File: src/hdl/plm_pkg.sv
// Shared constants, types and stage payloads for the peak-hold level meter.
package plm_pkg;

    localparam int PEAK_FRAC_BITS = 8;
    localparam int MAX_SECTIONS   = 64;

    localparam int LEVEL_W  = 8;
    localparam int PEAK_W   = 16;
    localparam int SEC_W    = 7;
    localparam int SCALED_W = 15;
    localparam int LPROD_W  = 14;
    localparam int PPROD_W  = 22;
    localparam int LQ_W     = 8;
    localparam int PQ_W     = 16;
    localparam int MUL_W    = 45;

    localparam int APB_ADDR_W = 4;
    localparam int APB_DATA_W = 32;

    // floor(x / 100) for x < 2**22 is (x * RECIP_MUL) >> RECIP_SHIFT, or one below it
    localparam int          DIVISOR     = 100;
    localparam int          RECIP_SHIFT = 29;
    localparam logic [22:0] RECIP_MUL   = 23'd5368709;

    localparam logic [PEAK_W-1:0]   PEAK_RESET       = PEAK_W'(100 << PEAK_FRAC_BITS);
    localparam logic [PEAK_W-1:0]   FALL_RATE_RESET  = 16'd256;
    localparam logic [SEC_W-1:0]    SECTIONS_RESET   = 7'd16;
    localparam logic [SCALED_W-1:0] SHOWN_PEAK_RESET = SCALED_W'(16 << PEAK_FRAC_BITS);

    typedef enum logic [1:0] {
        PEAK_OFF    = 2'd0,
        PEAK_HOLD   = 2'd1,
        PEAK_SMOOTH = 2'd2
    } peak_mode_t;

    typedef enum logic [1:0] {
        REG_PEAK_MODE     = 2'd0,
        REG_FALL_RATE     = 2'd1,
        REG_SECTION_COUNT = 2'd2
    } reg_index_t;

    typedef struct packed {
        peak_mode_t        mode;
        logic [PEAK_W-1:0] rate;
        logic [SEC_W-1:0]  sections;   // already limited to MAX_SECTIONS
    } plm_cfg_t;

    typedef struct packed {
        logic [LEVEL_W-1:0] level;
        logic [PEAK_W-1:0]  peak;
    } plm_s1_t;

    typedef struct packed {
        logic [LPROD_W-1:0] lprod;
        logic [PPROD_W-1:0] pprod;
        logic [PEAK_W-1:0]  peak;
    } plm_s2_t;

    typedef struct packed {
        logic [LPROD_W-1:0] lprod;
        logic [PPROD_W-1:0] pprod;
        logic [LQ_W-1:0]    lq;
        logic [PQ_W-1:0]    pq;
        logic [PEAK_W-1:0]  peak;
    } plm_s3_t;

endpackage

File: src/hdl/plm_regs.sv
// APB configuration registers: peak mode, fall rate and section count.
module plm_regs import plm_pkg::*; (
    input  logic                  aclk,
    input  logic                  aresetn,
    input  logic                  psel,
    input  logic                  penable,
    input  logic                  pwrite,
    input  logic [APB_ADDR_W-1:0] paddr,
    input  logic [APB_DATA_W-1:0] pwdata,
    output logic [APB_DATA_W-1:0] prdata,
    output logic                  pready,
    output plm_cfg_t              cfg
);

    peak_mode_t        peak_mode_reg;
    logic [PEAK_W-1:0] fall_rate_reg;
    logic [SEC_W-1:0]  section_count_reg;

    always_ff @(posedge aclk) begin
        if (!aresetn) begin
            peak_mode_reg     <= PEAK_OFF;
            fall_rate_reg     <= FALL_RATE_RESET;
            section_count_reg <= SECTIONS_RESET;
        end else if (psel && penable && pwrite) begin
            case (paddr[3:2])
                REG_PEAK_MODE:     peak_mode_reg     <= peak_mode_t'(pwdata[1:0]);
                REG_FALL_RATE:     fall_rate_reg     <= pwdata[PEAK_W-1:0];
                REG_SECTION_COUNT: section_count_reg <= pwdata[SEC_W-1:0];
                default: ;
            endcase
        end
    end

    always_comb begin
        case (paddr[3:2])
            REG_PEAK_MODE:     prdata = APB_DATA_W'(peak_mode_reg);
            REG_FALL_RATE:     prdata = APB_DATA_W'(fall_rate_reg);
            REG_SECTION_COUNT: prdata = APB_DATA_W'(section_count_reg);
            default:           prdata = '0;
        endcase
    end

    assign pready = 1'b1;

    assign cfg.mode     = peak_mode_reg;
    assign cfg.rate     = fall_rate_reg;
    assign cfg.sections = (section_count_reg > SEC_W'(MAX_SECTIONS)) ?
                          SEC_W'(MAX_SECTIONS) : section_count_reg;

endmodule

File: src/hdl/plm_peak.sv
// Input stage: peak tracker state and its per-sample update.
module plm_peak import plm_pkg::*; (
    input  logic               aclk,
    input  logic               aresetn,
    input  plm_cfg_t           cfg,
    input  logic               in_valid,
    output logic               in_ready,
    input  logic [LEVEL_W-1:0] in_level,
    output logic               out_valid,
    input  logic               out_ready,
    output plm_s1_t            out_data
);

    logic              valid_reg;
    plm_s1_t           data_reg;
    logic [PEAK_W-1:0] peak_value_reg;
    logic [PEAK_W-1:0] peak_next;
    logic [PEAK_W-1:0] target;
    logic [PEAK_W-1:0] diff_up;
    logic [PEAK_W-1:0] diff_dn;
    logic [PEAK_W-1:0] fall_down;
    logic              accept;

    assign target  = PEAK_W'(in_level) << PEAK_FRAC_BITS;
    assign diff_up = target - peak_value_reg;
    assign diff_dn = peak_value_reg - target;
    // drop by the rate, never below the sample
    assign fall_down = (diff_dn <= cfg.rate) ? target : peak_value_reg - cfg.rate;

    always_comb begin
        case (cfg.mode)
            PEAK_OFF:  peak_next = '0;
            PEAK_HOLD: peak_next = (target >= peak_value_reg) ? target : fall_down;
            default: begin
                // smooth: climb by the rate without overshoot, else fall
                if (target > peak_value_reg) begin
                    peak_next = (diff_up <= cfg.rate) ? target : peak_value_reg + cfg.rate;
                end else begin
                    peak_next = fall_down;
                end
            end
        endcase
    end

    assign in_ready  = !valid_reg || out_ready;
    assign accept    = in_valid && in_ready;
    assign out_valid = valid_reg;
    assign out_data  = data_reg;

    always_ff @(posedge aclk) begin
        if (!aresetn) begin
            valid_reg      <= 1'b0;
            peak_value_reg <= PEAK_RESET;
        end else begin
            if (in_ready) begin
                valid_reg <= in_valid;
            end
            if (accept) begin
                peak_value_reg <= peak_next;
            end
        end
    end

    always_ff @(posedge aclk) begin
        if (accept) begin
            data_reg.level <= in_level;
            data_reg.peak  <= peak_next;
        end
    end

endmodule

File: src/hdl/plm_scale.sv
// Scaling stages: multiply by the section count, then estimate the quotient by 100.
module plm_scale import plm_pkg::*; (
    input  logic     aclk,
    input  logic     aresetn,
    input  plm_cfg_t cfg,
    input  logic     in_valid,
    output logic     in_ready,
    input  plm_s1_t  in_data,
    output logic     out_valid,
    input  logic     out_ready,
    output plm_s3_t  out_data
);

    logic             s2_valid_reg;
    plm_s2_t          s2_reg;
    logic             s3_valid_reg;
    plm_s3_t          s3_reg;
    logic             s2_ready;
    logic             s3_ready;
    logic [MUL_W-1:0] lmul;
    logic [MUL_W-1:0] pmul;

    assign s3_ready = !s3_valid_reg || out_ready;
    assign s2_ready = !s2_valid_reg || s3_ready;
    assign in_ready = s2_ready;

    assign lmul = MUL_W'(s2_reg.lprod) * MUL_W'(RECIP_MUL);
    assign pmul = MUL_W'(s2_reg.pprod) * MUL_W'(RECIP_MUL);

    always_ff @(posedge aclk) begin
        if (!aresetn) begin
            s2_valid_reg <= 1'b0;
            s3_valid_reg <= 1'b0;
        end else begin
            if (s2_ready) begin
                s2_valid_reg <= in_valid;
            end
            if (s3_ready) begin
                s3_valid_reg <= s2_valid_reg;
            end
        end
    end

    always_ff @(posedge aclk) begin
        if (in_valid && s2_ready) begin
            s2_reg.lprod <= LPROD_W'(in_data.level) * LPROD_W'(cfg.sections);
            s2_reg.pprod <= PPROD_W'(in_data.peak) * PPROD_W'(cfg.sections);
            s2_reg.peak  <= in_data.peak;
        end
        if (s2_valid_reg && s3_ready) begin
            s3_reg.lprod <= s2_reg.lprod;
            s3_reg.pprod <= s2_reg.pprod;
            s3_reg.lq    <= LQ_W'(lmul >> RECIP_SHIFT);
            s3_reg.pq    <= PQ_W'(pmul >> RECIP_SHIFT);
            s3_reg.peak  <= s2_reg.peak;
        end
    end

    assign out_valid = s3_valid_reg;
    assign out_data  = s3_reg;

endmodule

File: src/hdl/plm_redraw.sv
// Output stage: quotient correction, clamping, redraw detection and result register.
module plm_redraw import plm_pkg::*; (
    input  logic               aclk,
    input  logic               aresetn,
    input  plm_cfg_t           cfg,
    input  logic               in_valid,
    output logic               in_ready,
    input  plm_s3_t            in_data,
    output logic               m_valid,
    input  logic               m_ready,
    output logic [SEC_W-1:0]   m_level_sections,
    output logic [SEC_W-1:0]   m_peak_sections,
    output logic               m_peak_visible,
    output logic [PEAK_W-1:0]  m_peak_level,
    output logic               m_redraw
);

    logic                m_valid_reg;
    logic [SEC_W-1:0]    level_sections_reg;
    logic [SCALED_W-1:0] peak_scaled_reg;
    logic [PEAK_W-1:0]   peak_level_reg;
    logic                redraw_reg;
    logic [SEC_W-1:0]    shown_level_reg;
    logic [SCALED_W-1:0] shown_peak_reg;

    logic [LPROD_W-1:0]  lrem;
    logic [PPROD_W-1:0]  prem;
    logic [LQ_W-1:0]     lq_fixed;
    logic [PQ_W-1:0]     pq_fixed;
    logic [SCALED_W-1:0] full_scaled;
    logic [SEC_W-1:0]    lsec;
    logic [SCALED_W-1:0] psc;
    logic                redraw;
    logic                load;

    // the estimate may sit one below the true quotient
    assign lrem     = in_data.lprod - LPROD_W'(in_data.lq) * LPROD_W'(DIVISOR);
    assign prem     = in_data.pprod - PPROD_W'(in_data.pq) * PPROD_W'(DIVISOR);
    assign lq_fixed = (lrem >= LPROD_W'(DIVISOR)) ? in_data.lq + 1'b1 : in_data.lq;
    assign pq_fixed = (prem >= PPROD_W'(DIVISOR)) ? in_data.pq + 1'b1 : in_data.pq;

    assign full_scaled = SCALED_W'(cfg.sections) << PEAK_FRAC_BITS;
    assign lsec = (lq_fixed > LQ_W'(cfg.sections)) ? cfg.sections : SEC_W'(lq_fixed);
    assign psc  = (pq_fixed > PQ_W'(full_scaled)) ? full_scaled : SCALED_W'(pq_fixed);

    assign redraw = (lsec != shown_level_reg) || (psc != shown_peak_reg);

    assign in_ready = !m_valid_reg || m_ready;
    assign load     = in_valid && in_ready;

    always_ff @(posedge aclk) begin
        if (!aresetn) begin
            m_valid_reg     <= 1'b0;
            shown_level_reg <= '0;
            shown_peak_reg  <= SHOWN_PEAK_RESET;
        end else begin
            if (in_ready) begin
                m_valid_reg <= in_valid;
            end
            if (load && redraw) begin
                shown_level_reg <= lsec;
                shown_peak_reg  <= psc;
            end
        end
    end

    always_ff @(posedge aclk) begin
        if (load) begin
            level_sections_reg <= lsec;
            peak_scaled_reg    <= psc;
            peak_level_reg     <= in_data.peak;
            redraw_reg         <= redraw;
        end
    end

    assign m_valid          = m_valid_reg;
    assign m_level_sections = level_sections_reg;
    assign m_peak_sections  = peak_scaled_reg[SCALED_W-1:PEAK_FRAC_BITS];
    assign m_peak_visible   = (peak_scaled_reg != '0);
    assign m_peak_level     = peak_level_reg;
    assign m_redraw         = redraw_reg;

endmodule

File: src/hdl/peak_hold_level_meter_core.sv
// Peak-hold level meter core: one sample in, one scaled result out per transaction.
// Throughput: one transaction per cycle while m_ready is high; each stage advances when the next one frees up.
// Stages: peak update, section multiply, reciprocal multiply, correction and result register.
// Reset: synchronous, active low; empties the pipeline, peak at full scale,
// registers to mode off, fall rate 1.0 and 16 sections.
module peak_hold_level_meter_core import plm_pkg::*; (
    input  logic                  aclk,
    input  logic                  aresetn,
    input  logic                  s_valid,
    output logic                  s_ready,
    input  logic [LEVEL_W-1:0]    s_level,
    output logic                  m_valid,
    input  logic                  m_ready,
    output logic [SEC_W-1:0]      m_level_sections,
    output logic [SEC_W-1:0]      m_peak_sections,
    output logic                  m_peak_visible,
    output logic [PEAK_W-1:0]     m_peak_level,
    output logic                  m_redraw,
    input  logic                  psel,
    input  logic                  penable,
    input  logic                  pwrite,
    input  logic [APB_ADDR_W-1:0] paddr,
    input  logic [APB_DATA_W-1:0] pwdata,
    output logic [APB_DATA_W-1:0] prdata,
    output logic                  pready
);

    plm_cfg_t cfg;
    logic     s1_valid;
    logic     s1_ready;
    plm_s1_t  s1_data;
    logic     s3_valid;
    logic     s3_ready;
    plm_s3_t  s3_data;

    plm_regs u_regs (
        .aclk    (aclk),
        .aresetn (aresetn),
        .psel    (psel),
        .penable (penable),
        .pwrite  (pwrite),
        .paddr   (paddr),
        .pwdata  (pwdata),
        .prdata  (prdata),
        .pready  (pready),
        .cfg     (cfg)
    );

    plm_peak u_peak (
        .aclk      (aclk),
        .aresetn   (aresetn),
        .cfg       (cfg),
        .in_valid  (s_valid),
        .in_ready  (s_ready),
        .in_level  (s_level),
        .out_valid (s1_valid),
        .out_ready (s1_ready),
        .out_data  (s1_data)
    );

    plm_scale u_scale (
        .aclk      (aclk),
        .aresetn   (aresetn),
        .cfg       (cfg),
        .in_valid  (s1_valid),
        .in_ready  (s1_ready),
        .in_data   (s1_data),
        .out_valid (s3_valid),
        .out_ready (s3_ready),
        .out_data  (s3_data)
    );

    plm_redraw u_redraw (
        .aclk             (aclk),
        .aresetn          (aresetn),
        .cfg              (cfg),
        .in_valid         (s3_valid),
        .in_ready         (s3_ready),
        .in_data          (s3_data),
        .m_valid          (m_valid),
        .m_ready          (m_ready),
        .m_level_sections (m_level_sections),
        .m_peak_sections  (m_peak_sections),
        .m_peak_visible   (m_peak_visible),
        .m_peak_level     (m_peak_level),
        .m_redraw         (m_redraw)
    );

endmodule

File: config.mk
export PLATFORM = sky130hd
export DESIGN_NAME = peak_hold_level_meter_core
export DESIGN_NICKNAME = d
export VERILOG_FILES = /design/src/hdl/plm_pkg.sv /design/src/hdl/plm_regs.sv /design/src/hdl/plm_peak.sv /design/src/hdl/plm_scale.sv /design/src/hdl/plm_redraw.sv /design/src/hdl/peak_hold_level_meter_core.sv
export SDC_FILE = /design/constraint.sdc
export NUM_CORES = 2
export LEC_CHECK = 0
export BUFFER_PORTS_ARGS = -buffer_cell sky130_fd_sc_hd__buf_2
export CAP_MARGIN = 25
export CORE_UTILIZATION = 65
export CTS_CLUSTER_DIAMETER = 80
export CTS_CLUSTER_SIZE = 30
export DETAILED_ROUTE_END_ITERATION = 12
export PLACE_DENSITY_LB_ADDON = 0.12
export SYNTH_ARGS = -nofsm -noshare
export SYNTH_HDL_FRONTEND = slang
export SYNTH_SLANG_ARGS = --single-unit
File: constraint.sdc
create_clock -name aclk -period 9.9 [get_ports aclk]
set_clock_uncertainty 0.2 [all_clocks]
set_input_delay 1.98 -clock aclk [delete_from_list [all_inputs] [get_ports aclk]]
set_output_delay 1.98 -clock aclk [all_outputs]
set_load 0.02 [all_outputs]
==> metrics.md <==
| Metric | Value |
|---|---|
| #FFs+latches synth | `254` |
| CP top delay family | `compound AO/OA/AOI/OAI gates` |
| CP Capture Type | `register` |
| Most common cell on crit path | `a21oi_1` |
| Wire per inst | `19.9 um` |
| Vias per std cell | `5.93` |
| Switching fraction of total power | `52.5%` |
| CTS tree | `yes` |
| Final ANT Viol Nets | `0` |
| Worst Tran Pin Value | `0.883 ns` |
| Pre-antenna DRT Iters | `5` |
| # diodes | `0` |
| Placement row count | `83` |
| Total wire length | `84500 um` |
| Crit path largest cell delay | `0.59 ns` |
| Unique masters post-synth | `98` |
| Most used DFF post-synth | `edfxtp_1` |
| Root Buffer | `clkbuf_16` |
| Slew Limit Fails | `0` |
| Initial Utilization | `66.3%` |
| TritonCTS buffer count | `20` |
| Top-area cell type share of the netlist area | `21.9%` |
| Initial antenna violation count | `0` |
| Worst skew pair latency | `0.55 ns` |
| Fin crit period | `9.47 ns` |
| Async SR Flop Fraction | `0%` |
| H-tree Lvls | `1` |
| F_max | `106 MHz` |
| Crit Path Category | `reg -> reg` |
| Clock Tree Buf Depth | `3` |
| Clock Pin Slew Worst Setup and Hold Paths | `0.09 ns` |
| P_sw | `6.59 mW` |
| Synthesized area | `34300 um^2` |
| Total of max-cap violations | `0` |
| Pwr/cell area | `346 nW/um^2` |
| Setup violations, final | `0` |
| Logic gate share of total power | `81.3%` |
| Hold crit path type | `reg -> reg` |
| Clock network power share | `7.4%` |
| Leakage | `17.8 nW` |
| Final period utilization | `95.6%` |
| GPL Wtd Cong | `0.939` |
| Initial DRC count | `1684` |
| CP bufs+invs | `2` |
| Post-synth EDFFs | `187` |
| Power share of the sequential group | `11.4%` |
| Finished Layout Cells | `4246` |
| Gr usage total | `32.2%` |
| Die height | `232 um` |
| Total gr overflow | `0` |
| Slowest-stage cell, CP | `fa_1` |
| Seq/Total Area, Yosys | `20.3%` |
| Gate Count Post-Synth | `3478` |
| Vias post-DR | `25167` |
| Port buffer count | `82` |
| Boundary Pins | `118` |
| Max-slew headroom | `41.1%` |
| Max reg flops | `72` |
| First-pass GRT wire length | `136000 um` |
| CP Data Required Time | `10.09 ns` |
| CTS Sinks | `254` |
| Nets | `4578` |
| Area grow syn2layout | `6.04%` |
| DRC | `0` |
| Horiz. Die Dim | `232 um` |
| Warnings, synthesis | `0` |
| Critical Path AT | `9.66 ns` |
| Number of global-route vias before repair | `25750` |
| Hpwl dp | `69400 um` |
| Die area | `53600 um^2` |
| Largest cells by area after synthesis | `ha_1, fa_1, edfxtp_1, inv_1, dfxtp_1` |
| Internal power | `5.96 mW` |
| Yosys top cell by area | `ha_1` |
| Worst setup SP type | `register` |
| Core Area | `51700 um^2` |
| Final hold violations | `0` |
| CP Max Fanout | `8` |
| Total power | `12.6 mW` |
| Placed Cells | `4196` |
| Syn Area/Cell | `9.85 um^2` |
| VDD IR max | `510 uV` |
| Ratio of cells with drive above 1 in the final layout | `6.76%` |
| Outcome | `complete, no violations` |
| Largest net degree at the start of global routing | `73` |
logic make-up after synthesis:
kind of cell	count (synthesis)	synth area share (%)
compound gates	588	11.5
mux	35	1.05
simple gates	717	10.5
other cells	2	0.0219
fa+ha+maj	975	43.8
xor+xnor	159	4.23
flops	254	20.3
buf+inv	748	8.66
layout make-up:
cell class	count	area (um^2)
Fill cell	3987	15400
Multi-Input combinational cell	2491	24500
Inverter	651	2440
Clock buffer	24	558
Clock inverter	12	183
Timing Repair Buffer	134	836
Sequential cell	254	6960
Tap cell	680	851
per-layer routing:
layer	global-route usage [%]	up-vias	wire, um
li1	-	11767	-
met4	9.13	0	2260
met1	45.2	12507	37200
met3	3.22	125	4810
met5	0	-	0
met2	53.2	768	40200
through the flow:
stage	TNS (ns)	hold WS, ns	util (%)	setup WS (ns)	cell area (um^2)
4_1_cts	0	0.223	69.9	0.108	36100
3_3_place_gp	0	0.202	68.4	0.297	35400
5_1_grt	-0.704	0.229	70.3	-0.0757	36300
2_1_floorplan	0	0.200	-	1.05	34300
6_report	0	0.219	70.3	0.433	36300
3_5_place_dp	0	0.205	68.4	0.203	35400
cell usage after synthesis, types with 37 or more instances:
library cell / n
nand3_1: 39
xnor2_1: 112
nand2_1: 230
a21oi_1: 170
dfxtp_1: 67
nor2b_1: 45
xor2_1: 42
edfxtp_1: 187
inv_1: 649
nor3_1: 37
o21ai_0: 95
fa_1: 374
nor2_1: 134
nand2b_1: 37
clkbuf_1: 55
a21o_1: 52
ha_1: 601
and2_1: 78
what timing repair did:
| action | 4_1_cts | 5_1_grt |
|---|---|---|
| setup buffers | 0 | 10 |
| hold buffers | 0 | 0 |
| setup endpoints to repair | 0 | 37 |
| gates resized for setup | 0 | 19 |
worst paths after layout:
kind	from	cells after the start	slack [ns]	endpoint
max	u_scale.out_data[18]	42	0.43	u_redraw.shown_level_reg[2]
min	u_scale.s2_reg[5]	0	0.22	u_scale.out_data[5]
max reg2reg	u_scale.out_data[18]	42	0.43	u_redraw.shown_level_reg[2]
min reg2reg	u_scale.s2_reg[5]	0	0.22	u_scale.out_data[5]
cells in the final DEF, fill, tap and decap left out, drive strengths merged, types with 21 or more instances in the layout:
master and n:
nor2 134, xnor2 113, ha 601, inv 659, a21oi 184, xor2 43
nor2b 45, dfxtp 67, o21a 33, o21bai 28, a211oi 21, o21ai 111
buf 133, clkbuf 25, fa 374, nand2b 37, nor3 39, nand2 230
nand4 27, a21o 52, and2 78, mux2i 31, edfxtp 187, nand3 39
power groups by stage:
stage,Clock [mW],Sequential [mW],Combinational [mW]
floorplan,0,1.41,7.30
global placement,0,1.45,9.34
detailed placement,0,1.45,9.71
CTS,0.942,1.43,9.83
global route,0.972,1.44,11.4
finish,0.924,1.43,10.2
Note: power is estimated with default switching activity, not from simulation.
